==> src/rtl/core/dmp_pkg.sv <==
// Shared widths, register indexes, bus types and the sine table builder.
package dmp_pkg;

   // Defaults for the top level parameters.
   localparam int MAX_SAMPLES_DEF = 64;
   localparam int PHASE_BITS_DEF  = 10;

   // Fixed field widths.
   localparam int SAMPLE_W  = 16;
   localparam int BIN_W     = 6;
   localparam int X_W       = 13;
   localparam int Y_W       = 16;
   localparam int WIDTH_W   = 12;
   localparam int HEIGHT_W  = 12;
   localparam int SCALE_W   = 16;
   localparam int CFG_W     = 16;
   localparam int CFG_IDX_W = 2;
   // Accumulator: 17-bit sample times 16-bit twiddle over up to 126 samples.
   localparam int ACC_W     = 40;

   // Configuration register indexes.
   localparam logic [CFG_IDX_W-1:0] REG_SAMPLE_OFFSET   = 2'd0;
   localparam logic [CFG_IDX_W-1:0] REG_PLOT_WIDTH      = 2'd1;
   localparam logic [CFG_IDX_W-1:0] REG_PLOT_HEIGHT     = 2'd2;
   localparam logic [CFG_IDX_W-1:0] REG_MAGNITUDE_SCALE = 2'd3;

   // Reset values of the configuration registers.
   localparam logic [WIDTH_W-1:0] PLOT_WIDTH_RST      = 12'd512;
   localparam logic [SCALE_W-1:0] MAGNITUDE_SCALE_RST = 16'd256;

   // Angle constants in Q30.
   localparam longint unsigned PI_Q30  = 64'd3373259426;
   localparam longint unsigned ONE_Q30 = 64'd1 << 30;

   // Sums of one bin handed from the MAC to the post-processing unit.
   typedef struct packed {
      logic [BIN_W-1:0]        bin;
      logic                    last;
      logic signed [ACC_W-1:0] acc_a;
      logic signed [ACC_W-1:0] acc_b;
   } bin_sum_type;

   // One entry of the quarter-wave sine table in Q1.15, evaluated at elaboration.
   function automatic logic [15:0] quarter_sine(input int unsigned j, input int unsigned pb);
      longint unsigned x;
      longint unsigned x2;
      longint unsigned t;
      longint unsigned s;
      longint unsigned v;
      x  = (64'(j) * PI_Q30 + (64'd1 << (pb - 2))) >> (pb - 1);
      x2 = (x * x) >> 30;
      t  = ONE_Q30;
      t  = ONE_Q30 - (((x2 * t) >> 30) / 110);
      t  = ONE_Q30 - (((x2 * t) >> 30) / 72);
      t  = ONE_Q30 - (((x2 * t) >> 30) / 42);
      t  = ONE_Q30 - (((x2 * t) >> 30) / 20);
      t  = ONE_Q30 - (((x2 * t) >> 30) / 6);
      s  = (x * t) >> 30;
      v  = (s + 64'd16384) >> 15;
      if (v > 64'd32767) begin
         v = 64'd32767;
      end
      return v[15:0];
   endfunction

endpackage

==> src/rtl/core/dmp_cell.sv <==
// One sample cell of the circular sample chain.
module dmp_cell (
   input  logic                               clock,
   input  logic                               shift,
   input  logic signed [dmp_pkg::SAMPLE_W-1:0] data_in,
   output logic signed [dmp_pkg::SAMPLE_W-1:0] data_out
);

   logic signed [dmp_pkg::SAMPLE_W-1:0] data_ff;

   // Take the neighbor's sample whenever the chain moves.
   always_ff @(posedge clock) begin
      if (shift) begin
         data_ff <= data_in;
      end
   end

   assign data_out = data_ff;

endmodule

==> config.mk <==
export PLATFORM = sky130hd
export DESIGN_NAME = dmp_cell
export DESIGN_NICKNAME = d
export VERILOG_FILES = /design/src/rtl/core/dmp_pkg.sv /design/src/rtl/core/dmp_cell.sv
export SDC_FILE = /design/constraint.sdc
export NUM_CORES = 1
export LEC_CHECK = 0
export ABC_AREA = 1
export BUFFER_PORTS_ARGS = -buffer_cell sky130_fd_sc_hd__buf_4
export CAP_MARGIN = 20
export CORE_MARGIN = 1
export CORE_UTILIZATION = 37
export DETAILED_ROUTE_END_ITERATION = 7
export PLACE_DENSITY_LB_ADDON = 0.1
export SETUP_SLACK_MARGIN = 0.15
export SLEW_MARGIN = 20
export SYNTH_ARGS = -nofsm -noshare
export SYNTH_HDL_FRONTEND = slang
export SYNTH_SLANG_ARGS = --single-unit
==> constraint.sdc <==
create_clock -name clock -period 0.8 [get_ports clock]
set_input_delay 0.12 -clock clock [delete_from_list [all_inputs] [get_ports clock]]
set_output_delay 0.12 -clock clock [all_outputs]
set_load 0.005 [all_outputs]
---- Yosys cells after proc, flatten, opt, wreduce, memory -nomap -nowiden ----
Cells that the tools add are included.
Widths: inputs -> output; s select.
storage, ports and cells
  bits in read-only memories .............. 0
  word-level logic and storage cells ...... 1
  bits of input ports ..................... 18
  memories ................................ 0
  RAM bits ................................ 0
  output and inout port bits .............. 16
  flip-flop bits (word level) ............. 16
  bits in latches ......................... 0
operators by class
  divide/modulo/power cells ............... 0
  bitwise logic cells ..................... 0
  multiply operators ...................... 0
  multiplexer cells ....................... 0
  shifts and indexed selects .............. 0
  $lt $le $gt $ge ......................... 0
  reductions and logical operators ........ 0
  eq/ne operators ......................... 0
  add/subtract/negate cells ............... 0

---- Logic depth before layout (Yosys ltp) ----
  word-level depth ........................ 0
  gate-level depth with buffers ........... 0
  gate-level depth less buffers ........... 0

---- Worst setup path after synthesis ----
Ideal clock, no wire load.
  path kind ............................... reg2out
  start ................................... reg data_ff (netlist bit data_out[0])
  end ..................................... out data_out[0] (netlist bit)
  data required time ...................... 0.680 ns
  path buffers ............................ 0
  cell stages (with the launch flop) ...... 1
  path slack .............................. 0.325 ns
  arrival ................................. 0.355 ns
  path through ............................ edfxtp_1
RTL lines
  element                 RTL line        RTL
  start, declared         dmp_cell.sv:9   logic signed [dmp_pkg::SAMPLE_W-1:0] data_ff;
  start signal, assigned  dmp_cell.sv:14  data_ff <= data_in;
  end, declared           dmp_cell.sv:6   output logic signed [dmp_pkg::SAMPLE_W-1:0] data_out
No word-level cell between the ends.

---- Worst setup path after layout ----
  start ................................... reg data_ff (netlist bit data_out[3])
  end ..................................... out data_out[3] (netlist bit)
No word-level cell between the ends.

==> metrics <==
Static Leakage=between 0.3 and 0.4 nW; Multi-In Gates=0; Yosys top cell area share=between 90% and 100%; max incr delay on CP=0.39 ns; Design Power=0.00159 W; P&R area growth vs syn=62.2%; Tmin final=between 0.9 and 1 ns; Fmax=~1100 MHz; largest cells by area after synthesis=edfxtp_1 100%; DRC Markers=0; die area=1450 um^2; ys flop type=edfxtp_1; antenna-violating nets left=0; Synth area leader=edfxtp_1; synthesized area=about 480 um^2; number of global-route vias before repair=~260; synth warn=0; Max Cap Viol=0; CP Launch Type=flip-flop; final core occ=67.4%; Mapped Nets=34; multi-input logic area=0 um^2; Least-Margin Pin Slew=0.196 ns; status=complete, but fails checks; failing checks=negative setup slack; number of library cell types mapped by synthesis=1; Post-Route Setup TNS=-1.61 ns; Inst Count DP=63; Clock transition at path regs=0.08 ns; P per Cell Area=roughly 2000 nW/um^2; first-pass GRT wire length=979 um; I/O Pins=34; Slew Limit Headroom=between 80% and 90%; Critical Path AT=roughly 0.80 ns; filler cell count=82; Vias=297; layout cell share with drive strength beyond 1=67.9%; Synth Register Bits=16; CTS max path bufs=2; count of flip-flops with a built-in enable after synthesis=16; Root Buffer=clkbuf_4; Crit path required time=approximately 0.7 ns; final wirelength=between 700 and 800 um; count leader, synth=edfxtp_1; CTS tree=yes; ys async rst share=0%; GR Overflow Total=0; syn_area_per_cell=30.0 um^2; Setup-failing EPs final=16; max reg flops=16; Slowest-stage cell, CP=edfxtp_1; TritonCTS buffer count=3; crit-path leading delay family=flip-flops; detailed router's first-iteration violation count=0; average vias per placed instance=4.43; pre-CTS WS=0.145 ns; Die Wd=38.0 um; crit-path cells=buf_4; drt wl/cell=11.5 um; RSZ-0062 raised after global routing=true; Syn Inst Count=16; Non-Filler Instances=67; Synth top cells by count=16 x edfxtp_1; number of placement rows=12; initial antenna violation count=0; largest net degree at the start of global routing=17; starting density of the core=41.6%; Critical Path End Type=output port; postcts setup bufs=0; Seq/Total Area, Yosys=100%; total track usage=10.4%; port bufs=33; min-delay worst type=in -> reg; Hold EP=data_out[1]; Placer Congestion=0.600; Antenna diodes=0; Hold Crit Depth=1; Final WS setup=-0.117 ns; Pins Over Slew Limit=0; fin crit share=115%; area of the core=roughly 1200 um^2; critical path fanouts, max=1; Min-Delay Startpoint=data_in[1]; NumNets Final=72; worst setup path class=reg -> out; Hold Fails Final Rpt=0; VDD IR max=0.00122 V; TritonRoute pass-1 iters=1; clk sink count=16; worst path buffer plus inverter count=1; Die H=38.0 um; H-tree depth=1
## where the power goes
| part | internal, W | leakage, nW | switching [W] |
|---|---|---|---|
| clock | 0.000180 | 0.0154 | 0.000214 |
| sequential | 0.000995 | 0.157 | 0.0000191 |
| combinational | 0.000128 | 0.161 | 0.0000533 |
## layout make-up
cell class              instances  area, um^2  area share (%)
repair buffers                 33         255            32.7
well taps                      14        17.5            2.25
clock buffers                   3        22.5            2.89
flip-flops and latches         16         480            61.6
clock inverters                 1        3.75           0.482
## how the worst max path moves through the flow
stage | from | to | slack [ns] | cells past startpoint
floorplan | data_out[0] | data_out[0] | 0.32 | 0
global placement | shift | data_out[3] | 0.16 | 1
detailed placement | shift | data_out[12] | 0.15 | 1
CTS | data_out[3] | data_out[3] | -0.14 | 1
global route | data_out[3] | data_out[3] | -0.15 | 1
finish | data_out[3] | data_out[3] | -0.12 | 1
## logic make-up after synthesis
family,count (synthesis),share of synthesized area (%)
flip-flops,16,100
## through the flow
step	instance area [um^2]	hold WS [ns]
after detailed placement	746	0.299
after CTS	772	0.00844
after global placement	746	0.298
after global routing	779	0.00359
after floorplan	480	0.219
final	779	0.0197
## per-layer routing
metal	vias to the layer above	routed length (um)	GRT usage [%]
met3	0	66	3.49
li1	139	-	-
met1	139	259	10.8
met5	-	0	0
met4	0	0	2.68
met2	19	443	19.5
## cell usage in the layout, fill, tap and decap left out
master,instances
edfxtp_1,16
clkbuf_4,3
buf_4,31
clkinv_1,1
buf_6,2
## what timing repair did
| item | 4_1_cts | 5_1_grt |
|---|---|---|
| endpoints found under the setup margin | 16 | 16 |
| hold buffers | 0 | 0 |
| gates resized for setup | 0 | 2 |
| pin swaps | 0 | 0 |
(Power assumes the default switching activity.)
