===== src/rtl/core/dmp_div.sv =====
// Restoring divider, one quotient bit per cycle.
module dmp_div #(
   parameter int DW = 24,
   parameter int VW = 7
) (
   input  logic          clock,
   input  logic          reset,
   input  logic          start,
   input  logic [DW-1:0] dividend,
   input  logic [VW-1:0] divisor,
   output logic          done,
   output logic [DW-1:0] quotient,
   output logic [VW-1:0] remainder
);

   localparam int CNT_W = (DW > 1) ? $clog2(DW) : 1;

   logic             busy_ff;
   logic             done_ff;
   logic [CNT_W-1:0] cnt_ff;
   logic [DW-1:0]    num_ff;
   logic [VW-1:0]    rem_ff;
   logic [VW-1:0]    dvs_ff;
   logic [VW:0]      trial;
   logic             fits;

   // Bring down the next dividend bit and try to subtract.
   always_comb begin
      trial = {rem_ff, num_ff[DW-1]};
      fits  = (trial >= {1'b0, dvs_ff});
   end

   // Control: step counter and done pulse.
   always_ff @(posedge clock) begin
      if (reset) begin
         busy_ff <= 1'b0;
         done_ff <= 1'b0;
         cnt_ff  <= '0;
      end else begin
         done_ff <= 1'b0;
         if (start) begin
            busy_ff <= 1'b1;
            cnt_ff  <= CNT_W'(DW - 1);
         end else if (busy_ff) begin
            if (cnt_ff == '0) begin
               busy_ff <= 1'b0;
               done_ff <= 1'b1;
            end else begin
               cnt_ff <= cnt_ff - 1'b1;
            end
         end
      end
   end

   // Datapath: partial remainder and quotient shift register.
   always_ff @(posedge clock) begin
      if (start) begin
         num_ff <= dividend;
         rem_ff <= '0;
         dvs_ff <= divisor;
      end else if (busy_ff) begin
         num_ff <= {num_ff[DW-2:0], fits};
         rem_ff <= fits ? VW'(trial - {1'b0, dvs_ff}) : trial[VW-1:0];
      end
   end

   assign done      = done_ff;
   assign quotient  = num_ff;
   assign remainder = rem_ff;

endmodule


===== config.mk =====
export PLATFORM = sky130hd
export DESIGN_NAME = dmp_div
export DESIGN_NICKNAME = d
export VERILOG_FILES = /design/src/rtl/core/dmp_div.sv
export SDC_FILE = /design/constraint.sdc
export NUM_CORES = 1
export LEC_CHECK = 0
export BUFFER_PORTS_ARGS = -buffer_cell sky130_fd_sc_hd__buf_2
export CORE_MARGIN = 3
export CORE_UTILIZATION = 50
export DETAILED_ROUTE_END_ITERATION = 16
export PLACE_DENSITY = 0.78
export SLEW_MARGIN = 0
export SYNTH_ARGS = -nofsm -noshare
export SYNTH_HDL_FRONTEND = slang
export SYNTH_SLANG_ARGS = --single-unit

===== constraint.sdc =====
create_clock -name clock -period 4.1 [get_ports clock]
set_input_delay 0.82 -clock clock [delete_from_list [all_inputs] [get_ports clock]]
set_output_delay 0.82 -clock clock [all_outputs]
set_load 0.02 [all_outputs]

# After elaboration in Yosys (flattened, before gate mapping)
# Cells that the tools add are included.
# Widths: inputs -> output; s select.
# word_totals
reg_bits,45
input_bits,34
out_inout_bits,32
word_cells,29
# op_classes
addsub,2
n_lt_le_gt_ge,1
n_eq_ne,1
mux,10
bitwise,2
n_reduce_logical,6
# ops
op,n
$mux 24,2
$mux 5,3
$ge 8x7->1,1
$mux 7,1
$sub 7x7->7,1
$logic_not 5->1,1
$sub 5x1->5 const B,1
$mux 1,4
$reduce_and 2->1,2
$reduce_or 3->1,1
$ne 2x2->1 const B,1
$not 1->1,2
$reduce_bool 2->1,1
$reduce_or 2->1,1

# Longest topological paths before layout
# Gate-level depths: netlist of run 1.
# depth
word_depth,4
ltp_mapped,9
mapped_depth_nobuf,8

# Least setup slack after synthesis of run 1
# OpenSTA, ideal clock, no wires.
# synth_timing
path_type,input to register
start,in start
end,reg num_ff[0] (netlist: quotient[0]) (enable)
setup_time_ns,0.379
arrival_time_ns,1.792
required_ns,3.721
setup_slack_ns,1.929
cell_stages,3
n_path_buf,1
cell_sequence,clkbuf_1 > nor2_1 > inv_1
# synth_via
elab_chain_len,1
# synth_lines
item,line_no,source
from (decl),8,"input logic start,"
$reduce_bool 2->1 (no line),--,
to (signal assigned),58,num_ff <= dividend;
to (signal assigned),62,"num_ff <= {num_ff[DW-2:0], fits};"
to (decl),21,logic [DW-1:0] num_ff;
# No other way between the ends.
# A chain may end at the register's enable or synchronous reset.

# Worst setup path in the final report of run 1
# layout_timing
start,reg num_ff[23] (netlist: quotient[23])
end,"reg num_ff[0] (netlist: quotient[0]), data pin"
# layout_via
elab_chain_len,3
# layout_lines
item,line_no,source
$ge 8x7->1,30,"fits = (trial >= {1'b0, dvs_ff});"
$mux 24,61,end else if (busy_ff) begin
$mux 24,57,if (start) begin
# No other way between the ends. The select of a mux whose other input is x is not followed.

==> flow_summary.toml, run 1 <==
[drt]
routed_wire_length_per_instance_um = 14.9
drt-vias-per-instance = 5.53
final_antenna_net_count = 0
via_count = 1642
drt_first_pass_iters = 4
detailedRoute.firstIterationViolations = 113
postRouteWirelength_mm = 4.41
remaining_drc_errors = 0

[placement]
portBuffers = 65
dp_worst_setup_slack_ns = 1.72
dp_hpwl_mm = 3.32
finalWeightedCongestion = 0.775
cell_total_after_placement = 289

[clock_network]
cts_tree = "done"
clk-insertion-delay-late_ns = 0.30
cts_root_buf = "sky130_fd_sc_hd__clkbuf_8"
cts-buffers-inserted = 5
max-clock-path-buffers = 2
htree_num_levels = 2
holdBufCountCts = 0
post_cts_resize_count = 0
cts.repair_timing.setup_buffer_count = 0
numClockSinks = 45
cts.reportedPaths.clkPinSlew_ns = 0.09

[power]
ir_drop_v = 0.000307
powerDensity_nw_per_um2 = 390
p_total_uw = 1040
power_leakage_uw = 0.00113

[run]
cap_violations = 0

[die]
row_count = 23
initial_core_util_pct = 53.6
die-width_um = 72.4
chipHeight_um = 72.4
core_area_um2 = 4120
total_die_area_um2 = 5240
io-pin-count = 66

[final_layout]
fraction_of_final_layout_cells_sized_beyond_drive_strength_1_pct = 42.5
fill_cells = 314
antenna_cells_inserted = 0
instances_no_fill = 297
layout.area.seq_um2 = 1210
multi_input_gate_area_in_the_final_layout_um2 = 908
nNetsFinal = 289
area_delta_synth_final_pct = 20.8

[outcome]
run_status = "completed"

[synthesis]
synth-edff-count = 31
syn_area_um2 = 2210
yosys.cell_count.top_type = "sky130_fd_sc_hd__edfxtp_1"
synth_top_cells_by_count = "sky130_fd_sc_hd__edfxtp_1, sky130_fd_sc_hd__mux2_2, sky130_fd_sc_hd__dfxtp_1, sky130_fd_sc_hd__inv_1, sky130_fd_sc_hd__nand2_1"
ys.warnings.count = 0
synth_seq_area_share_pct = 54.9
synth_cells = 180
post_synthesis_register_bit_count = 45
synth-main-ff-cell = "sky130_fd_sc_hd__edfxtp_1"
yosysUniqueCellTypes = 39
async_reset_ff_share_pct = 0
synth.largest_area_cell = "sky130_fd_sc_hd__edfxtp_1"
avg_synthesized_cell_area_um2 = 12.3
postSynthNetCount = 223
portion_of_synthesized_cell_area_occupied_by_the_leading_cell_type_pct = 42.2
synthTopCellsByArea = "sky130_fd_sc_hd__edfxtp_1, sky130_fd_sc_hd__mux2_2, sky130_fd_sc_hd__dfxtp_1, sky130_fd_sc_hd__ha_1, sky130_fd_sc_hd__inv_1"

[setup_path]
setup.worst_path.end_class = "register"
critical_path_arrival_ns = 2.48
setup.worst_path.class = "reg2reg"
crit_path_max_fanout = 8
startpoint_type_of_the_worst_setup_path = "register"
critical_path_required_ns = 4.28

[min_path]
min-delay-path-class = "reg2reg"

[sta]
timing.fmax_mhz = 435
fin_crit_sh_pct = 56.0
grt_setup_unrepaired = "no"
maxSlewViolCount = 0
clock_tree_skew_after_final_layout_ns = 0.0101
timing.final.hold_violations = 0
period_minus_slack_ns = 2.30
finalSetupViolCount = 0
finalWorstSetupSlack_ns = 1.80
timing.max_slew.rel_slack_pct = 41.0
setup-tns-final_ns = 0
hold_ws_ns = 0.489
worst-slew-pin-transition_ns = 0.883

[grt]
grt_overflow_total = 0
pin_count_of_the_biggest_net_entering_global_routing = 25
number_of_antenna_violations_at_the_first_check_in_global_routing = 0
all_layer_gr_usage_pct = 17.9
first_global_vias = 1550
grt_pass1_wl_mm = 7.27
[registers in the layout, indices dropped and copies added, names as in the netlist]
name / cells
busy_ff: 1
cnt_ff: 5
quotient: 24
done: 1
remainder: 7
dvs_ff: 7
[metal layers]
| layer | wire length (um) | GRT usage (%) | vias up | share of wire [%] |
|---|---|---|---|---|
| li1 | - | - | 796 | - |
| met4 | 60 | 7.38 | 0 | 1.4 |
| met5 | 0 | 0 | - | 0 |
| met3 | 361 | 4.29 | 9 | 8.2 |
| met1 | 1910 | 24.0 | 767 | 43 |
| met2 | 2090 | 28.0 | 70 | 47 |
[layout make-up]
| class | count | share of cell area, % |
|---|---|---|
| timing repair buffer | 66 | 12.5 |
| tap | 50 | 2.35 |
| clock inverter | 2 | 0.517 |
| clock buffer | 6 | 3.10 |
| sequential | 45 | 45.5 |
| inverter | 14 | 1.97 |
| multi-input combinational | 114 | 34.1 |
[placed cells by master, fill, tap and decap left out, drive strengths merged, types with 2 or more instances in the layout]
cell and count:
xnor2 2, mux2 26, dfxtp 14, xor2 2, o221ai 3, nand3 2
inv 14, clkinv 2, nor3b 3, buf 66, nor2 8, a21oi 9
nor3 4, or2 3, nor2b 5, edfxtp 31, nand2 12, o211ai 5
ha 8, clkbuf 6, o21ai 6
[worst max-delay path, cell delays in order (launching register included)]
cell and delay (ns):
sky130_fd_sc_hd__edfxtp_1 0.38, sky130_fd_sc_hd__inv_1 0.05, sky130_fd_sc_hd__ha_1 0.21, sky130_fd_sc_hd__fa_1 0.38, sky130_fd_sc_hd__nor2b_1 0.22, sky130_fd_sc_hd__o22ai_2 0.14, sky130_fd_sc_hd__a31oi_4 0.26, sky130_fd_sc_hd__or2_1 0.31
sky130_fd_sc_hd__mux2_2 0.21
[report_power, final]
part | switching, uW | internal, uW | leakage, uW
clock | 152 | 137 | 0.0000512
sequential | 23.3 | 532 | 0.000425
combinational | 111 | 84.4 | 0.000651
total | 286 | 753 | 0.00113
[worst paths after layout]
path | slack (ns) | depth (start not counted) | from | endpoint
worst max register to register | 1.80 | 8 | quotient[23]$_DFFE_PP_ | quotient[0]$_DFFE_PP_
worst min register to register | 0.49 | 2 | cnt_ff[4]$_SDFFE_PP0P_ | cnt_ff[4]$_SDFFE_PP0P_
worst min-delay path | 0.49 | 2 | cnt_ff[4]$_SDFFE_PP0P_ | cnt_ff[4]$_SDFFE_PP0P_
worst max-delay path | 1.80 | 8 | quotient[23]$_DFFE_PP_ | quotient[0]$_DFFE_PP_
[kinds of logic after synthesis]
family / after synthesis / synth area share, %
AND/OR/NAND/NOR: 44 / 10.4
XOR/XNOR: 4 / 1.59
AO/OA/AOI/OAI: 31 / 10.5
adder cells (fa/ha/maj): 9 / 5.45
flip-flops: 45 / 54.9
buffers and inverters: 21 / 3.91
multiplexers: 26 / 13.3
[stage by stage]
stage / instance area, um2 / util, %
2_1_floorplan: 2210 / -
3_3_place_gp: 2570 / 62.4
3_5_place_dp: 2570 / 62.4
4_1_cts: 2660 / 64.7
6_report: 2660 / 64.7
5_1_grt: 2660 / 64.7
Power figures use the tool's default switching activity.
==> inputs of run 2 (changes only) <==
==> constraint.sdc (replaced) <==
create_clock -name clock -period 2.2 [get_ports clock]
set_input_delay 0.44 -clock clock [delete_from_list [all_inputs] [get_ports clock]]
set_output_delay 0.44 -clock clock [all_outputs]
set_load 0.02 [all_outputs]
==> flow_summary.toml, run 2 (synthesis gave the netlist of run 1 again) <==
[clock_network]
cts.reportedPaths.clkPinSlew_ns = 0.09
clk-insertion-delay-late_ns = 0.30
max-clock-path-buffers = 2
cts_root_buf = "sky130_fd_sc_hd__clkbuf_8"
htree_num_levels = 2
numClockSinks = 45
cts-buffers-inserted = 5
holdBufCountCts = 0
cts_tree = "done"

[final_layout]
nNetsFinal = 296
antenna_cells_inserted = 0
final_cell_mix = "sky130_fd_sc_hd__buf_2, sky130_fd_sc_hd__edfxtp_1, sky130_fd_sc_hd__mux2_2"
instances_no_fill = 304
largest_reg_flops = 24
area_delta_synth_final_pct = 24.2
fraction_of_final_layout_cells_sized_beyond_drive_strength_1_pct = 44.9
layout.cells.most_common = "sky130_fd_sc_hd__buf_2"
postLayoutCoreUtil_pct = 66.6

[run]
cap_violations = 0

[setup_path]
worstRegToRegCells = 8
cp-endpoint = "remainder[6]$_SDFFE_PP0P_"
crit_path_max_fanout = 3
setup.worst_path.class = "reg2reg"
setup.worst_path.end_class = "register"
critical_path_required_ns = 2.39
critical_path_arrival_ns = 2.26
r2r_setup_slack_ns = 0.13
timing.rr.end = "remainder[6]$_SDFFE_PP0P_"
crit-reg2reg-launch = "quotient[23]$_DFFE_PP_"
worstSetupStartpoint = "quotient[23]$_DFFE_PP_"
startpoint_type_of_the_worst_setup_path = "register"

[drt]
drt-vias-per-instance = 5.44
final_antenna_net_count = 0
postRouteWirelength_mm = 4.45
via_count = 1655
remaining_drc_errors = 0
detailedRoute.firstIterationViolations = 109
routed_wire_length_per_instance_um = 14.6
drt_first_pass_iters = 4

[sta]
setup-tns-final_ns = 0
timing.max_slew.rel_slack_pct = 60.2
clock_tree_skew_after_final_layout_ns = 0.0113
finalSetupViolCount = 0
timing.fmax_mhz = 483
period_minus_slack_ns = 2.07
worst-slew-pin-transition_ns = 0.596
maxSlewViolCount = 0
timing.final.hold_violations = 0
fin_crit_sh_pct = 94.2
hold_ws_ns = 0.312

[power]
pwr-share-seq_pct = 50.8
ir_drop_v = 0.000431
powerDensity_nw_per_um2 = 740
power.clock.fraction_pct = 30.2
power.share.combinational_pct = 19.0
power_leakage_uw = 0.00117
internal_power_uw = 1490
sw_power_uw = 541
power.share.switching_pct = 26.7

[grt]
number_of_antenna_violations_at_the_first_check_in_global_routing = 0
first_global_vias = 1603
grt_overflow_total = 0
pin_count_of_the_biggest_net_entering_global_routing = 23
grt_pass1_wl_mm = 7.33
all_layer_gr_usage_pct = 18.0

[placement]
cell_total_after_placement = 295
portBuffers = 65
finalWeightedCongestion = 0.744
dp_hpwl_mm = 3.35

[min_path]
min_delay_path_depth = 1
min-delay-path-class = "in2reg"

[die]
initial_core_util_pct = 53.6
row_count = 23
chipHeight_um = 72.4
io-pin-count = 66
core_area_um2 = 4120
total_die_area_um2 = 5240
die-width_um = 72.4

[outcome]
run_status = "completed"
[run 2: changes by cell type in the layout (fill, tap and decap cells not counted)]
cell | before | now
sky130_fd_sc_hd__buf_4 | 1 | 8
sky130_fd_sc_hd__clkbuf_16 | 0 | 1
sky130_fd_sc_hd__clkinv_2 | 1 | 0
sky130_fd_sc_hd__clkinv_4 | 1 | 0
sky130_fd_sc_hd__inv_4 | 0 | 1
sky130_fd_sc_hd__nor2b_1 | 5 | 4
sky130_fd_sc_hd__nor2b_2 | 0 | 1
sky130_fd_sc_hd__or2_1 | 2 | 1
sky130_fd_sc_hd__or2_4 | 0 | 1
[run 2: cell type report]
class	instances	area, um2
fillers	337	1380
flip-flops and latches	45	1210
multi-input cells	114	913
repair buffers	73	385
clock buffers	7	108
well taps	50	62.6
inverters	14	52.6
clock inverters	1	6.26
[run 2: worst min-delay path by stage]
stage	slack, ns	endpoint	from
floorplan	0.45	cnt_ff[4]$_SDFFE_PP0P_	cnt_ff[4]$_SDFFE_PP0P_
global placement	0.47	cnt_ff[4]$_SDFFE_PP0P_	cnt_ff[4]$_SDFFE_PP0P_
detailed placement	0.48	cnt_ff[4]$_SDFFE_PP0P_	cnt_ff[4]$_SDFFE_PP0P_
CTS	0.31	dvs_ff[5]$_DFFE_PP_	divisor[5]
global route	0.30	dvs_ff[5]$_DFFE_PP_	divisor[5]
finish	0.31	dvs_ff[5]$_DFFE_PP_	divisor[5]
[run 2: through the flow]
step	total power (uW)	setup WS (ns)	instance area (um2)
3_5_place_dp	1430	0.0381	2610
2_1_floorplan	1300	0.0463	2210
5_1_grt	2120	-0.00195	2740
6_report	2030	0.128	2740
4_1_cts	2030	0.00577	2730
3_3_place_gp	1420	0.127	2610
[run 2: power by group through the flow]
stage	combinational (uW)	sequential (uW)	clock [uW]
2_1_floorplan	187	1110	0
3_3_place_gp	374	1050	0
3_5_place_dp	381	1050	0
4_1_cts	381	1030	620
5_1_grt	422	1040	661
6_report	386	1030	612
[run 2: repair_timing]
item                       in CTS  in global routing
gates resized for setup         0                  2
setup buffers                   0                  1
setup endpoints to repair       0                  8
hold endpoints to repair        0                  0
[run 2: routing by layer]
metal / wire, um / GRT usage (%) / vias to the layer above
li1: - / - / 808
met1: 1930 / 23.9 / 777
met2: 2110 / 28.4 / 64
met3: 357 / 6.09 / 6
met4: 55 / 4.92 / 0
met5: 0 / 0 / -
[run 2: critical path, cell delays in order, from the launching register on]
cell	delay, ns
sky130_fd_sc_hd__edfxtp_1	0.35
sky130_fd_sc_hd__inv_1	0.05
sky130_fd_sc_hd__ha_1	0.21
sky130_fd_sc_hd__fa_1	0.42
sky130_fd_sc_hd__nor2b_2	0.19
sky130_fd_sc_hd__o221ai_1	0.18
sky130_fd_sc_hd__mux2_2	0.30
sky130_fd_sc_hd__o221ai_1	0.16
sky130_fd_sc_hd__o211ai_1	0.11
==> inputs of run 3 (changes only) <==
--- a/config.mk
+++ b/config.mk
@@ -8,6 +8,7 @@
 export BUFFER_PORTS_ARGS = -buffer_cell sky130_fd_sc_hd__buf_2
 export CORE_MARGIN = 3
 export CORE_UTILIZATION = 50
+export CTS_BUF_LIST = sky130_fd_sc_hd__clkbuf_2 sky130_fd_sc_hd__clkbuf_4 sky130_fd_sc_hd__clkbuf_8
 export DETAILED_ROUTE_END_ITERATION = 16
 export PLACE_DENSITY = 0.78
 export SLEW_MARGIN = 0
==> flow_summary.toml, run 3 (synthesis gave the netlist of run 1 again) <==
[clock_network]
max-clock-path-buffers = 2
cts-buffers-inserted = 5
cts_tree = "done"
htree_num_levels = 2
numClockSinks = 45
holdBufCountCts = 0
cts.reportedPaths.clkPinSlew_ns = 0.09
cts_root_buf = "sky130_fd_sc_hd__clkbuf_8"
clk-insertion-delay-late_ns = 0.30

[power]
power_leakage_uw = 0.00117
powerDensity_nw_per_um2 = 754
ir_drop_v = 0.000420

[die]
core_area_um2 = 4120
chipHeight_um = 72.4
io-pin-count = 66
initial_core_util_pct = 53.6
row_count = 23
total_die_area_um2 = 5240
die-width_um = 72.4

[grt]
all_layer_gr_usage_pct = 18.2
first_global_vias = 1637
grt_pass1_wl_mm = 7.40
number_of_antenna_violations_at_the_first_check_in_global_routing = 0
grt_overflow_total = 0
pin_count_of_the_biggest_net_entering_global_routing = 23

[drt]
via_count = 1662
detailedRoute.firstIterationViolations = 79
drt_first_pass_iters = 5
postRouteWirelength_mm = 4.51
final_antenna_net_count = 0
routed_wire_length_per_instance_um = 14.8
remaining_drc_errors = 0
drt-vias-per-instance = 5.47

[sta]
period_minus_slack_ns = 2.12
maxSlewViolCount = 0
fin_crit_sh_pct = 96.1
finalSetupViolCount = 0
clock_tree_skew_after_final_layout_ns = 0.00782
timing.final.hold_violations = 0
worst-slew-pin-transition_ns = 0.589
timing.max_slew.rel_slack_pct = 60.6
timing.fmax_mhz = 473
finalWorstSetupSlack_ns = 0.0849
hold_ws_ns = 0.315

[placement]
portBuffers = 65
dp_worst_setup_slack_ns = 0.0381
cell_total_after_placement = 295
dp_hpwl_mm = 3.35
finalWeightedCongestion = 0.744

[final_layout]
postLayoutCoreUtil_pct = 66.8
final_cell_mix = "sky130_fd_sc_hd__buf_2, sky130_fd_sc_hd__edfxtp_1, sky130_fd_sc_hd__mux2_2"
layout.area.seq_um2 = 1210
largest_reg_flops = 24
antenna_cells_inserted = 0
instances_no_fill = 304
fraction_of_final_layout_cells_sized_beyond_drive_strength_1_pct = 45.3
fill_cells = 339
layout.cells.most_common = "sky130_fd_sc_hd__buf_2"
nNetsFinal = 296
multi_input_gate_area_in_the_final_layout_um2 = 920
area_delta_synth_final_pct = 24.7

[setup_path]
critical_path_required_ns = 2.40
worstPathCellList = "inv_1 -> ha_1 -> fa_1 -> nor2b_2 -> o22ai_2 -> a31oi_4 -> buf_4 -> nor3_1 -> a221o_1"
crit_path_max_incr_delay_ns = 0.42
critical-path-slowest-cell = "sky130_fd_sc_hd__fa_1"
critical_path_arrival_ns = 2.31
setup.worst_path.class = "reg2reg"
startpoint_type_of_the_worst_setup_path = "register"
setup.worst_path.end_class = "register"
crit_path_max_fanout = 7

[outcome]
run_status = "completed"

[run]
cap_violations = 0

[min_path]
min-delay-path-class = "in2reg"
==> run 3: final timing paths <==
kind                          startpoint                         to  slack [ns]  cells past startpoint
setup / recovery  quotient[23]$_DFFE_PP_  remainder[2]$_SDFFE_PP0P_        0.08                      9
hold / removal                divisor[5]        dvs_ff[5]$_DFFE_PP_        0.32                      1
setup reg to reg  quotient[23]$_DFFE_PP_  remainder[2]$_SDFFE_PP0P_        0.08                      9
hold reg to reg   cnt_ff[4]$_SDFFE_PP0P_     cnt_ff[4]$_SDFFE_PP0P_        0.50                      2
==> run 3: stage by stage <==
stage	power (uW)	TNS (ns)	cell area, um2
final	2070	0	2750
after CTS	2080	0	2730
after detailed placement	1430	0	2610
after floorplan	1300	0	2210
after global routing	2170	-0.0331	2750
after global placement	1420	0	2610
==> run 3: critical path: cells and delay by family, from the launching register on <==
| family | cells | cell delay, ns |
|---|---|---|
| adders and majority gates | 2 | 0.63 |
| AOI/OAI and AO/OA | 3 | 0.54 |
| and+or+nand+nor | 2 | 0.28 |
| DFF | 1 | 0.35 |
| buffers and inverters | 2 | 0.22 |
==> run 3: metal layers <==
layer / up-vias / track usage (%) / wire, um / part of all wire (%)
li1: 808 / - / - / -
met1: 783 / 23.4 / 1950 / 43
met2: 64 / 29.4 / 2140 / 47
met3: 7 / 6.09 / 365 / 8.1
met4: 0 / 4.92 / 53 / 1.2
met5: - / 0 / 0 / 0
==> run 3: what timing repair did <==
action	CTS	global route
setup endpoints to repair	0	8
buffers inserted	0	1
resized for setup	0	3
==> run 3: power breakdown <==
part	switching (uW)	total (uW)	leakage, uW	internal [uW]
Sequential	39.3	1030	0.000425	991
Combinational	217	389	0.000687	172
Clock	284	655	0.0000617	370
Total	541	2070	0.00117	1530
==> run 3: layout make-up <==
| class | instances | share of cell area (%) |
|---|---|---|
| well taps | 50 | 2.27 |
| inverters | 14 | 1.91 |
| clock inverters | 2 | 1.32 |
| flip-flops and latches | 45 | 44.0 |
| multi-input cells | 114 | 33.4 |
| repair buffers | 73 | 14.0 |
| clock buffers | 6 | 3.00 |
