==> src/rtl/core/dmp_pkg.sv <==
// Shared widths, register indexes, bus types and the sine table builder.
package dmp_pkg;

   // Defaults for the top level parameters.
   localparam int MAX_SAMPLES_DEF = 64;
   localparam int PHASE_BITS_DEF  = 10;

   // Fixed field widths.
   localparam int SAMPLE_W  = 16;
   localparam int BIN_W     = 6;
   localparam int X_W       = 13;
   localparam int Y_W       = 16;
   localparam int WIDTH_W   = 12;
   localparam int HEIGHT_W  = 12;
   localparam int SCALE_W   = 16;
   localparam int CFG_W     = 16;
   localparam int CFG_IDX_W = 2;
   // Accumulator: 17-bit sample times 16-bit twiddle over up to 126 samples.
   localparam int ACC_W     = 40;

   // Configuration register indexes.
   localparam logic [CFG_IDX_W-1:0] REG_SAMPLE_OFFSET   = 2'd0;
   localparam logic [CFG_IDX_W-1:0] REG_PLOT_WIDTH      = 2'd1;
   localparam logic [CFG_IDX_W-1:0] REG_PLOT_HEIGHT     = 2'd2;
   localparam logic [CFG_IDX_W-1:0] REG_MAGNITUDE_SCALE = 2'd3;

   // Reset values of the configuration registers.
   localparam logic [WIDTH_W-1:0] PLOT_WIDTH_RST      = 12'd512;
   localparam logic [SCALE_W-1:0] MAGNITUDE_SCALE_RST = 16'd256;

   // Angle constants in Q30.
   localparam longint unsigned PI_Q30  = 64'd3373259426;
   localparam longint unsigned ONE_Q30 = 64'd1 << 30;

   // Sums of one bin handed from the MAC to the post-processing unit.
   typedef struct packed {
      logic [BIN_W-1:0]        bin;
      logic                    last;
      logic signed [ACC_W-1:0] acc_a;
      logic signed [ACC_W-1:0] acc_b;
   } bin_sum_type;

   // One entry of the quarter-wave sine table in Q1.15, evaluated at elaboration.
   function automatic logic [15:0] quarter_sine(input int unsigned j, input int unsigned pb);
      longint unsigned x;
      longint unsigned x2;
      longint unsigned t;
      longint unsigned s;
      longint unsigned v;
      x  = (64'(j) * PI_Q30 + (64'd1 << (pb - 2))) >> (pb - 1);
      x2 = (x * x) >> 30;
      t  = ONE_Q30;
      t  = ONE_Q30 - (((x2 * t) >> 30) / 110);
      t  = ONE_Q30 - (((x2 * t) >> 30) / 72);
      t  = ONE_Q30 - (((x2 * t) >> 30) / 42);
      t  = ONE_Q30 - (((x2 * t) >> 30) / 20);
      t  = ONE_Q30 - (((x2 * t) >> 30) / 6);
      s  = (x * t) >> 30;
      v  = (s + 64'd16384) >> 15;
      if (v > 64'd32767) begin
         v = 64'd32767;
      end
      return v[15:0];
   endfunction

endpackage

==> src/rtl/core/dmp_div.sv <==
// Restoring divider, one quotient bit per cycle.
module dmp_div #(
   parameter int DW = 24,
   parameter int VW = 7
) (
   input  logic          clock,
   input  logic          reset,
   input  logic          start,
   input  logic [DW-1:0] dividend,
   input  logic [VW-1:0] divisor,
   output logic          done,
   output logic [DW-1:0] quotient,
   output logic [VW-1:0] remainder
);

   localparam int CNT_W = (DW > 1) ? $clog2(DW) : 1;

   logic             busy_ff;
   logic             done_ff;
   logic [CNT_W-1:0] cnt_ff;
   logic [DW-1:0]    num_ff;
   logic [VW-1:0]    rem_ff;
   logic [VW-1:0]    dvs_ff;
   logic [VW:0]      trial;
   logic             fits;

   // Bring down the next dividend bit and try to subtract.
   always_comb begin
      trial = {rem_ff, num_ff[DW-1]};
      fits  = (trial >= {1'b0, dvs_ff});
   end

   // Control: step counter and done pulse.
   always_ff @(posedge clock) begin
      if (reset) begin
         busy_ff <= 1'b0;
         done_ff <= 1'b0;
         cnt_ff  <= '0;
      end else begin
         done_ff <= 1'b0;
         if (start) begin
            busy_ff <= 1'b1;
            cnt_ff  <= CNT_W'(DW - 1);
         end else if (busy_ff) begin
            if (cnt_ff == '0) begin
               busy_ff <= 1'b0;
               done_ff <= 1'b1;
            end else begin
               cnt_ff <= cnt_ff - 1'b1;
            end
         end
      end
   end

   // Datapath: partial remainder and quotient shift register.
   always_ff @(posedge clock) begin
      if (start) begin
         num_ff <= dividend;
         rem_ff <= '0;
         dvs_ff <= divisor;
      end else if (busy_ff) begin
         num_ff <= {num_ff[DW-2:0], fits};
         rem_ff <= fits ? VW'(trial - {1'b0, dvs_ff}) : trial[VW-1:0];
      end
   end

   assign done      = done_ff;
   assign quotient  = num_ff;
   assign remainder = rem_ff;

endmodule

==> src/rtl/core/dmp_post.sv <==
// Per-bin post-processing: rounding, magnitude, scaling and plot coordinates.
module dmp_post #(
   parameter int CW = 7
) (
   input  logic                                clock,
   input  logic                                reset,
   input  logic                                frame_init,
   input  logic [CW-1:0]                       n_samples,
   input  logic [dmp_pkg::X_W-1:0]             step_q,
   input  logic [CW-1:0]                       step_r,
   input  logic [dmp_pkg::HEIGHT_W-1:0]        height,
   input  logic [dmp_pkg::SCALE_W-1:0]         scale,
   input  logic                                bin_valid,
   input  dmp_pkg::bin_sum_type                bin_sum,
   output logic                                ready,
   output logic                                rsp_strobe,
   output logic [dmp_pkg::BIN_W-1:0]           rsp_bin_index,
   output logic [dmp_pkg::X_W-1:0]             rsp_point_x,
   output logic signed [dmp_pkg::Y_W-1:0]      rsp_point_y,
   output logic                                rsp_last_point
);

   localparam int RW  = 24;
   localparam int SW  = 2 * RW;
   localparam int MW  = 17;
   localparam int PRW = dmp_pkg::SCALE_W + MW;

   localparam logic [2:0] P_IDLE = 3'd0;
   localparam logic [2:0] P_RND  = 3'd1;
   localparam logic [2:0] P_SQR  = 3'd2;
   localparam logic [2:0] P_SUM  = 3'd3;
   localparam logic [2:0] P_SQRT = 3'd4;
   localparam logic [2:0] P_DIV  = 3'd5;
   localparam logic [2:0] P_MUL  = 3'd6;
   localparam logic [2:0] P_OUT  = 3'd7;

   logic [2:0]                         state_ff;
   dmp_pkg::bin_sum_type               sum_ff;
   logic [dmp_pkg::X_W-1:0]            x_q_ff;
   logic [CW-1:0]                      x_r_ff;
   logic [dmp_pkg::X_W-1:0]            cap_x_ff;
   logic [RW-1:0]                      ra_ff;
   logic [RW-1:0]                      rb_ff;
   logic [SW-1:0]                      sa_ff;
   logic [SW-1:0]                      sb_ff;
   logic [SW-1:0]                      sq_rem_ff;
   logic [SW-1:0]                      sq_res_ff;
   logic [SW-1:0]                      sq_bit_ff;
   logic [MW-1:0]                      mag_ff;
   logic [PRW-1:0]                     prod_ff;
   logic                               strobe_ff;
   logic [dmp_pkg::BIN_W-1:0]          bin_ff;
   logic [dmp_pkg::X_W-1:0]            x_ff;
   logic signed [dmp_pkg::Y_W-1:0]     y_ff;
   logic                               last_ff;

   logic [CW-1:0]                      nm1;
   logic [CW:0]                        x_r_sum;
   logic                               x_wrap;
   logic [CW-1:0]                      x_r_in;
   logic [dmp_pkg::X_W-1:0]            x_q_in;
   logic                               neg_a;
   logic                               neg_b;
   logic [dmp_pkg::ACC_W-1:0]          abs_a;
   logic [dmp_pkg::ACC_W-1:0]          abs_b;
   logic [dmp_pkg::ACC_W-1:0]          rnd_a;
   logic [dmp_pkg::ACC_W-1:0]          rnd_b;
   logic [SW-1:0]                      sq_trial;
   logic                               sq_take;
   logic [SW-1:0]                      sq_rem_in;
   logic [SW-1:0]                      sq_res_in;
   logic                               div_start;
   logic                               div_done;
   logic [RW-1:0]                      div_q;
   logic [PRW-9:0]                     ys;
   logic [MW-1:0]                      ys_clip;
   logic signed [MW:0]                 y_full;
   logic signed [dmp_pkg::Y_W-1:0]     y_sat;

   // Horizontal position: (xq, xr) tracks floor(2*width*k/(N-1)) and its remainder.
   always_comb begin
      nm1     = n_samples - 1'b1;
      x_r_sum = {1'b0, x_r_ff} + {1'b0, step_r};
      x_wrap  = (x_r_sum >= {1'b0, nm1});
      x_r_in  = x_wrap ? CW'(x_r_sum - {1'b0, nm1}) : CW'(x_r_sum);
      x_q_in  = x_q_ff + step_q + dmp_pkg::X_W'(x_wrap);
   end

   // Round Q15 sums to integers; halves go away from zero above zero, toward it below.
   always_comb begin
      neg_a = sum_ff.acc_a[dmp_pkg::ACC_W-1];
      neg_b = sum_ff.acc_b[dmp_pkg::ACC_W-1];
      abs_a = neg_a ? -sum_ff.acc_a : sum_ff.acc_a;
      abs_b = neg_b ? -sum_ff.acc_b : sum_ff.acc_b;
      rnd_a = abs_a + (neg_a ? dmp_pkg::ACC_W'(16383) : dmp_pkg::ACC_W'(16384));
      rnd_b = abs_b + (neg_b ? dmp_pkg::ACC_W'(16383) : dmp_pkg::ACC_W'(16384));
   end

   // One step of the bit-pair square root.
   always_comb begin
      sq_trial  = sq_res_ff + sq_bit_ff;
      sq_take   = (sq_rem_ff >= sq_trial);
      sq_rem_in = sq_take ? sq_rem_ff - sq_trial : sq_rem_ff;
      sq_res_in = sq_take ? (sq_res_ff >> 1) + sq_bit_ff : (sq_res_ff >> 1);
      div_start = (state_ff == P_SQRT) && sq_bit_ff[0];
   end

   // Root divided by the frame length.
   dmp_div #(
      .DW (RW),
      .VW (CW)
   ) u_div (
      .clock     (clock),
      .reset     (reset),
      .start     (div_start),
      .dividend  (sq_res_in[RW-1:0]),
      .divisor   (n_samples),
      .done      (div_done),
      .quotient  (div_q),
      .remainder ()
   );

   // Vertical position: height minus clipped scaled magnitude, saturated.
   always_comb begin
      ys      = prod_ff[PRW-1:8];
      ys_clip = (ys > (PRW-8)'(100000)) ? MW'(100000) : ys[MW-1:0];
      y_full  = $signed({{(MW + 1 - dmp_pkg::HEIGHT_W){1'b0}}, height})
                - $signed({1'b0, ys_clip});
      if (y_full < -$signed((MW+1)'(32768))) begin
         y_sat = {1'b1, {(dmp_pkg::Y_W-1){1'b0}}};
      end else if (y_full > $signed((MW+1)'(32767))) begin
         y_sat = {1'b0, {(dmp_pkg::Y_W-1){1'b1}}};
      end else begin
         y_sat = y_full[dmp_pkg::Y_W-1:0];
      end
   end

   // Sequencer over the post-processing steps.
   always_ff @(posedge clock) begin
      if (reset) begin
         state_ff  <= P_IDLE;
         strobe_ff <= 1'b0;
      end else begin
         strobe_ff <= 1'b0;
         unique case (state_ff)
            P_IDLE: begin
               if (bin_valid) begin
                  state_ff <= P_RND;
               end
            end
            P_RND:  state_ff <= P_SQR;
            P_SQR:  state_ff <= P_SUM;
            P_SUM:  state_ff <= P_SQRT;
            P_SQRT: begin
               if (sq_bit_ff[0]) begin
                  state_ff <= P_DIV;
               end
            end
            P_DIV: begin
               if (div_done) begin
                  state_ff <= P_MUL;
               end
            end
            P_MUL:  state_ff <= P_OUT;
            P_OUT: begin
               strobe_ff <= 1'b1;
               state_ff  <= P_IDLE;
            end
            default: state_ff <= P_IDLE;
         endcase
      end
   end

   // Horizontal position stepper, restarted for each frame.
   always_ff @(posedge clock) begin
      if (frame_init) begin
         x_q_ff <= '0;
         x_r_ff <= '0;
      end else if (state_ff == P_IDLE && bin_valid) begin
         x_q_ff <= x_q_in;
         x_r_ff <= x_r_in;
      end
   end

   // Datapath registers.
   always_ff @(posedge clock) begin
      if (state_ff == P_IDLE && bin_valid) begin
         sum_ff   <= bin_sum;
         cap_x_ff <= x_q_ff;
      end
      if (state_ff == P_RND) begin
         ra_ff <= rnd_a[RW+14:15];
         rb_ff <= rnd_b[RW+14:15];
      end
      if (state_ff == P_SQR) begin
         sa_ff <= ra_ff * ra_ff;
         sb_ff <= rb_ff * rb_ff;
      end
      if (state_ff == P_SUM) begin
         sq_rem_ff <= sa_ff + sb_ff;
         sq_res_ff <= '0;
         sq_bit_ff <= SW'(1) << (SW - 2);
      end else if (state_ff == P_SQRT) begin
         sq_rem_ff <= sq_rem_in;
         sq_res_ff <= sq_res_in;
         sq_bit_ff <= sq_bit_ff >> 2;
      end
      if (state_ff == P_DIV && div_done) begin
         mag_ff <= div_q[MW-1:0];
      end
      if (state_ff == P_MUL) begin
         prod_ff <= scale * mag_ff;
      end
      if (state_ff == P_OUT) begin
         bin_ff  <= sum_ff.bin;
         x_ff    <= cap_x_ff;
         y_ff    <= y_sat;
         last_ff <= sum_ff.last;
      end
   end

   assign ready          = (state_ff == P_IDLE);
   assign rsp_strobe     = strobe_ff;
   assign rsp_bin_index  = bin_ff;
   assign rsp_point_x    = x_ff;
   assign rsp_point_y    = y_ff;
   assign rsp_last_point = last_ff;

endmodule

==> config.mk <==
export PLATFORM = sky130hd
export DESIGN_NAME = dmp_post
export DESIGN_NICKNAME = d
export VERILOG_FILES = /design/src/rtl/core/dmp_pkg.sv /design/src/rtl/core/dmp_div.sv /design/src/rtl/core/dmp_post.sv
export SDC_FILE = /design/constraint.sdc
export NUM_CORES = 2
export LEC_CHECK = 0
export BUFFER_PORTS_ARGS = -buffer_cell sky130_fd_sc_hd__buf_2
export CORE_ASPECT_RATIO = 0.5
export CORE_UTILIZATION = 40
export CTS_CLUSTER_SIZE = 20
export DETAILED_ROUTE_END_ITERATION = 8
export GPL_TIMING_DRIVEN = 0
export HOLD_SLACK_MARGIN = 0.08
export PLACE_DENSITY = 0.55
export SLEW_MARGIN = 25
export SYNTH_ARGS = -nofsm -noshare
export SYNTH_HDL_FRONTEND = slang
export SYNTH_SLANG_ARGS = --single-unit
==> constraint.sdc <==
create_clock -name clock -period 10.4 [get_ports clock]
set_input_delay 0 -clock clock [delete_from_list [all_inputs] [get_ports clock]]
set_output_delay 0 -clock clock [all_outputs]
set_load 0.05 [all_outputs]
* Yosys cells after proc, flatten, opt, wreduce, memory -nomap -nowiden
Cells that the tools add are included.
** Storage, ports and cells
- Register bits :: 519
- Logic and storage cells :: 107
- Bits of input ports :: 146
** Cells by class
- Add/sub/neg operators :: 16
- Equality and inequality tests :: 11
- Bitwise operators :: 2
- Order comparisons :: 6
- Mux-type cells :: 26
- Multiply operators :: 3
- Reduce and logical (&&, ||, !) cells :: 14
** Operators by type and width (number)
- 2-to-1 mux 48 bit :: 4
- multiplier 24 x 24 -> 48 bit :: 2
- adder 39 x 15 -> 39 bit :: 2
- 2-to-1 mux 39 bit :: 2
- negation 39 bit :: 2
- adder 47 x 47 -> 48 bit :: 1
- adder 48 x 47 -> 48 bit :: 1
- adder 48 bit :: 1
- >= comparator 48 bit :: 1
- 2-to-1 mux 24 bit :: 2
- subtractor 48 bit :: 1
- multiplier 16 x 17 -> 33 bit :: 1
- 2-to-1 mux 15 bit :: 2
- > comparator 25 x 17 -> 1 bit, second input constant :: 1
- case mux 3 bit (8 select lines) :: 1
- > comparator 18 x 16 -> 1 bit, second input constant :: 1
- less-than comparator 18 x 16 -> 1 bit, second input constant :: 1
- subtractor 12 x 17 -> 18 bit :: 1
- 2-to-1 mux 17 bit :: 1
- >= comparator 8 x 7 -> 1 bit :: 2
- 2-to-1 mux 16 bit :: 1
- 2-to-1 mux 5 bit :: 3
- 2-to-1 mux 7 bit :: 2
- subtractor 7 bit :: 2
- 21 further kinds :: 40

* Depth between registers and ports, before layout
- Word-level depth :: 5
- Gate-level depth with buffers :: 29
- Depth with buffers taken out :: 28

* By module
Synthesis repeated with hierarchy kept, for this count alone.
** Second synthesis, totals
- Cell total of the unflattened synthesis :: 7516
- Area, all modules :: 71152.0 um^2
** By module, submodules not included
- dmp_post :: times used 1, area each 68946.1 um^2, cells an instance 7336
- dmp_div :: times used 1, area each 2205.9 um^2, cells an instance 180

* Worst setup path after synthesis
Ideal clock, no wire load.
- Path type :: reg2reg
- From :: reg ra_ff[18]
- To :: reg sa_ff[47] (data pin)
- Stages on the path, launching flop included :: 28
- Required time :: 10.141 ns
- Slack :: 2.841 ns
- Library setup time :: 0.259 ns
- Period minus slack after synthesis :: 7.559 ns
- Arrival :: 7.300 ns
- Path buffers :: 2
- Cell sequence :: edfxtp_1 -> clkbuf_1 -> clkbuf_1 -> nand2_1 -> fa_1 -> inv_1 -> fa_1 -> fa_1 -> inv_1 -> fa_1 -> inv_1 -> fa_1 -> fa_1 -> inv_1 -> fa_1 -> inv_1 -> ha_1 -> nand3_1 -> nor2_1 -> o31ai_1 -> a31oi_1 -> a2111o_1 -> a31o_2 -> a21boi_0 -> o21ai_0 -> a221o_1 -> a21oi_1 -> xnor2_1
** On the way
- Word-level cells in the longest chain between the ends :: 1
** RTL lines
- from (decl) :: line dmp_post.sv:42 : logic [RW-1:0] ra_ff;
- from (signal assigned) :: line dmp_post.sv:192 : ra_ff <= rnd_a[RW+14:15];
- multiplier 24 x 24 -> 48 bit :: line dmp_post.sv:196 : sa_ff <= ra_ff * ra_ff;
- to (signal assigned) :: line dmp_post.sv:196
- to (decl) :: line dmp_post.sv:44 : logic [SW-1:0] sa_ff;
No other way between the ends.
A chain may end at the register's enable or synchronous reset.

* Worst setup path in the final report
- From :: reg rb_ff[7]
- To :: reg sb_ff[43] (data pin)
** On the way
- Word-level cells in the longest chain between the ends :: 1
** RTL lines
- from (decl) :: line dmp_post.sv:43 : logic [RW-1:0] rb_ff;
- from (signal assigned) :: line dmp_post.sv:193 : rb_ff <= rnd_b[RW+14:15];
- multiplier 24 x 24 -> 48 bit :: line dmp_post.sv:197 : sb_ff <= rb_ff * rb_ff;
- to (signal assigned) :: line dmp_post.sv:197
- to (decl) :: line dmp_post.sv:45 : logic [SW-1:0] sb_ff;
No other way between the ends.

==> summary.txt <==
Layout
  • Commonest non-fill, non-tap cell in the layout: inv_1
  • Fill cells: 17087
  • Post-Layout Cell Count: 10479
  • Area of the multi-input gates: 50200 sq um
  • Fin util: 45.6%
  • P&R area growth vs syn: 12.2%
  • Commonest cells after routing, fill and taps aside: inv_1 (1530), fa_1 (1058), nand2_1 (839)
  • Reg area: 14200 sq um
  • Fin nets: 9948
  • Share of cells above drive strength 1: 4.40%

Worst setup path
  • Crit path DAT: 10110 ps
  • Crit Path Category: reg2reg
  • Beginning of the critical path: rb_ff[7]
  • Worst-path fanout max: 10
  • Critical Path Source Type: flip-flop
  • Crit-path max cell delay: 800 ps
  • Critical register-to-register path startpoint: rb_ff[7]
  • CP max stage cell: edfxtp_1
  • WP data required: 10830 ps
  • Crit. End Element: flip-flop

Global route
  • Largest net degree at the start of global routing: 39
  • GRT overflow: 0
  • First-pass GRT wire length: 302000 um
  • Initial antenna violation count: 8
  • Vias in the first global route: 54814
  • Overall Global Routing Usage: 21.6%

Clock network
  • Max Root-Sink Buffers: 3
  • Clk sinks: 509
  • H-tree depth: 2
  • CTS tree: done
  • TritonCTS Buffers: 58
  • Root Buffer Master: clkbuf_16
  • Post-CTS Setup Bufs: 0
  • Clock slew at reported path FFs: 60 ps
  • Worst skew pair latency: 730 ps

Placement
  • Port buffer count: 176
  • Placer Congestion: 0.944
  • DP HPWL: 155000 um
  • DP Cell Count: 10124

Timing
  • Setup-failing EPs final: 0
  • Slew HR: 29.8%
  • Worst clock skew: 62.8 ps
  • Post-layout min period: 9680 ps
  • Final hold slack: 300 ps
  • Crit share post-route: 93.1%
  • Worst-margin pin slew: 1050 ps
  • Setup TNS: 0 ps
  • Unrepaired setup endpoints after global routing: false
  • Max Fclk: 103 MHz
  • Pins Over Slew Limit: 0
  • Hold Vio Cnt, Final: 0

Yosys
  • Mapped Cells: 7570
  • Yosys top cell area share: 29.8%
  • Async S/R FF share, synth: 0%
  • Net count after synthesis: 9451
  • Yosys reg bits: 509
  • EDFF count, synth: 399
  • Synth top area cells: fa_1 (30%), edfxtp_1 (17%), ha_1 (12%)
  • Area leader, netlist: fa_1
  • Yosys warns: 0
  • Sequential area share after synthesis: 20.0%
  • Primary FF master, synth: edfxtp_1
  • Mapped Area: 71000 sq um
  • Synthesized area per cell: 9.38 sq um
  • Synth cell types: 84

Floorplan
  • FP Rows: 108
  • Die H: 300 um
  • # IOs: 184
  • Core ar.: 175000 sq um
  • Die ar.: 179000 sq um
  • Die W: 598 um
  • Initial core utilization: 40.6%

Route
  • Drt first pass iters: 5
  • DRT iter0 DRCs: 3308
  • Vias: 52790
  • Final wirelength: 191000 um
  • Wirelength per Cell: 18.2 um
  • Detail-routed via count per cell: 5.04
  • # DRC: 0
  • Final ANT Viol Nets: 0

Flow run
  • Max Cap Viol: 0

Outcome
  • Outcome: completed

Min path
  • Worst Hold Class: in2reg
  • Hold Path Origin: frame_init
state kept, by name, indices dropped and copies added, names as in the netlist, 5 cells and up:
signal,count
sq_bit_ff,24
sq_res_ff,48
rsp_point_y,16
sum_ff,85
sq_rem_ff,48
mag_ff,17
u_div.dvs_ff,7
u_div.remainder,7
rsp_bin_index,6
rsp_point_x,13
x_r_ff,7
prod_ff,25
cap_x_ff,13
x_q_ff,13
sa_ff,47
ra_ff,24
u_div.quotient,24
rb_ff,24
sb_ff,47
u_div.cnt_ff,5
what timing repair did:
action	4_1_cts	5_1_grt
endpoints found under the hold margin	138	0
setup endpoints to repair	0	4
gates resized for setup	0	3
hold buffers	248	0
per-layer routing:
metal / share of wire (%) / track usage [%]
met4: 2.2 / 4.93
met2: 45 / 34.9
met5: 0.073 / 0.549
met1: 46 / 29.7
met3: 6.8 / 4.49
critical path: cells and delay by family, from the launching register on:
kind | cells | cell delay [ps]
adders and majority gates | 8 | 3890
AOI/OAI and AO/OA | 8 | 2950
buffers and inverters | 8 | 1010
DFF | 1 | 800
and+or+nand+nor | 3 | 540
xor gates and xnor gates | 1 | 170
area by class of cell:
type | count | area share [%]
diodes | 1 | 0.00314
flip-flops and latches | 509 | 17.8
plain buffers | 245 | 1.17
well taps | 2365 | 3.71
multi-input cells | 5286 | 63.0
clock inverters | 33 | 0.440
clock buffers | 73 | 2.05
inverters | 1530 | 7.21
repair buffers | 437 | 4.59
final timing paths:
path,depth (start not counted),slack [ps],end
hold / removal,3,300,x_q_ff[10]
hold reg to reg,0,420,rsp_point_x[0]
setup / recovery,28,720,sb_ff[43]
setup reg to reg,28,720,sb_ff[43]
kinds of logic (layout without fill, tap and decap cells):
kind of cell	after synthesis	count (layout)	share of synthesized area [%]
adders and majority gates	1735	1735	41.7
other	0	1	0
buffers and inverters	1775	2318	9.39
DFF	509	509	20.0
xor gates and xnor gates	429	429	5.29
and+or+nand+nor	1964	1964	13.2
AOI/OAI and AO/OA	1124	1124	9.92
muxes	34	34	0.488
cells in the mapped netlist (46+ instances only):
| cell type | count |
|---|---|
| and2_1 | 349 |
| xnor2_1 | 235 |
| nor2_1 | 322 |
| inv_1 | 1530 |
| o21ai_0 | 247 |
| nand3_1 | 75 |
| clkbuf_1 | 234 |
| dfxtp_1 | 110 |
| edfxtp_1 | 399 |
| nor3_1 | 58 |
| nor2b_1 | 68 |
| fa_1 | 1058 |
| ha_1 | 677 |
| nand2_1 | 840 |
| o21bai_1 | 46 |
| o31ai_1 | 46 |
| a31oi_1 | 64 |
| nand2b_1 | 49 |
| nand4_1 | 50 |
| xor2_1 | 194 |
| a21o_1 | 124 |
| a21oi_1 | 350 |
through the flow:
stage | cell area [sq um] | setup WS (ps)
final | 79700 | 718
after global routing | 79700 | 207
after CTS | 79700 | 391
after detailed placement | 75200 | 474
after global placement | 74900 | 515
after floorplan | 71000 | 2840
Power is left out: the tool's default activity adds up to more than one toggle a clock period on the data nets, which glitch-free logic cannot reach.
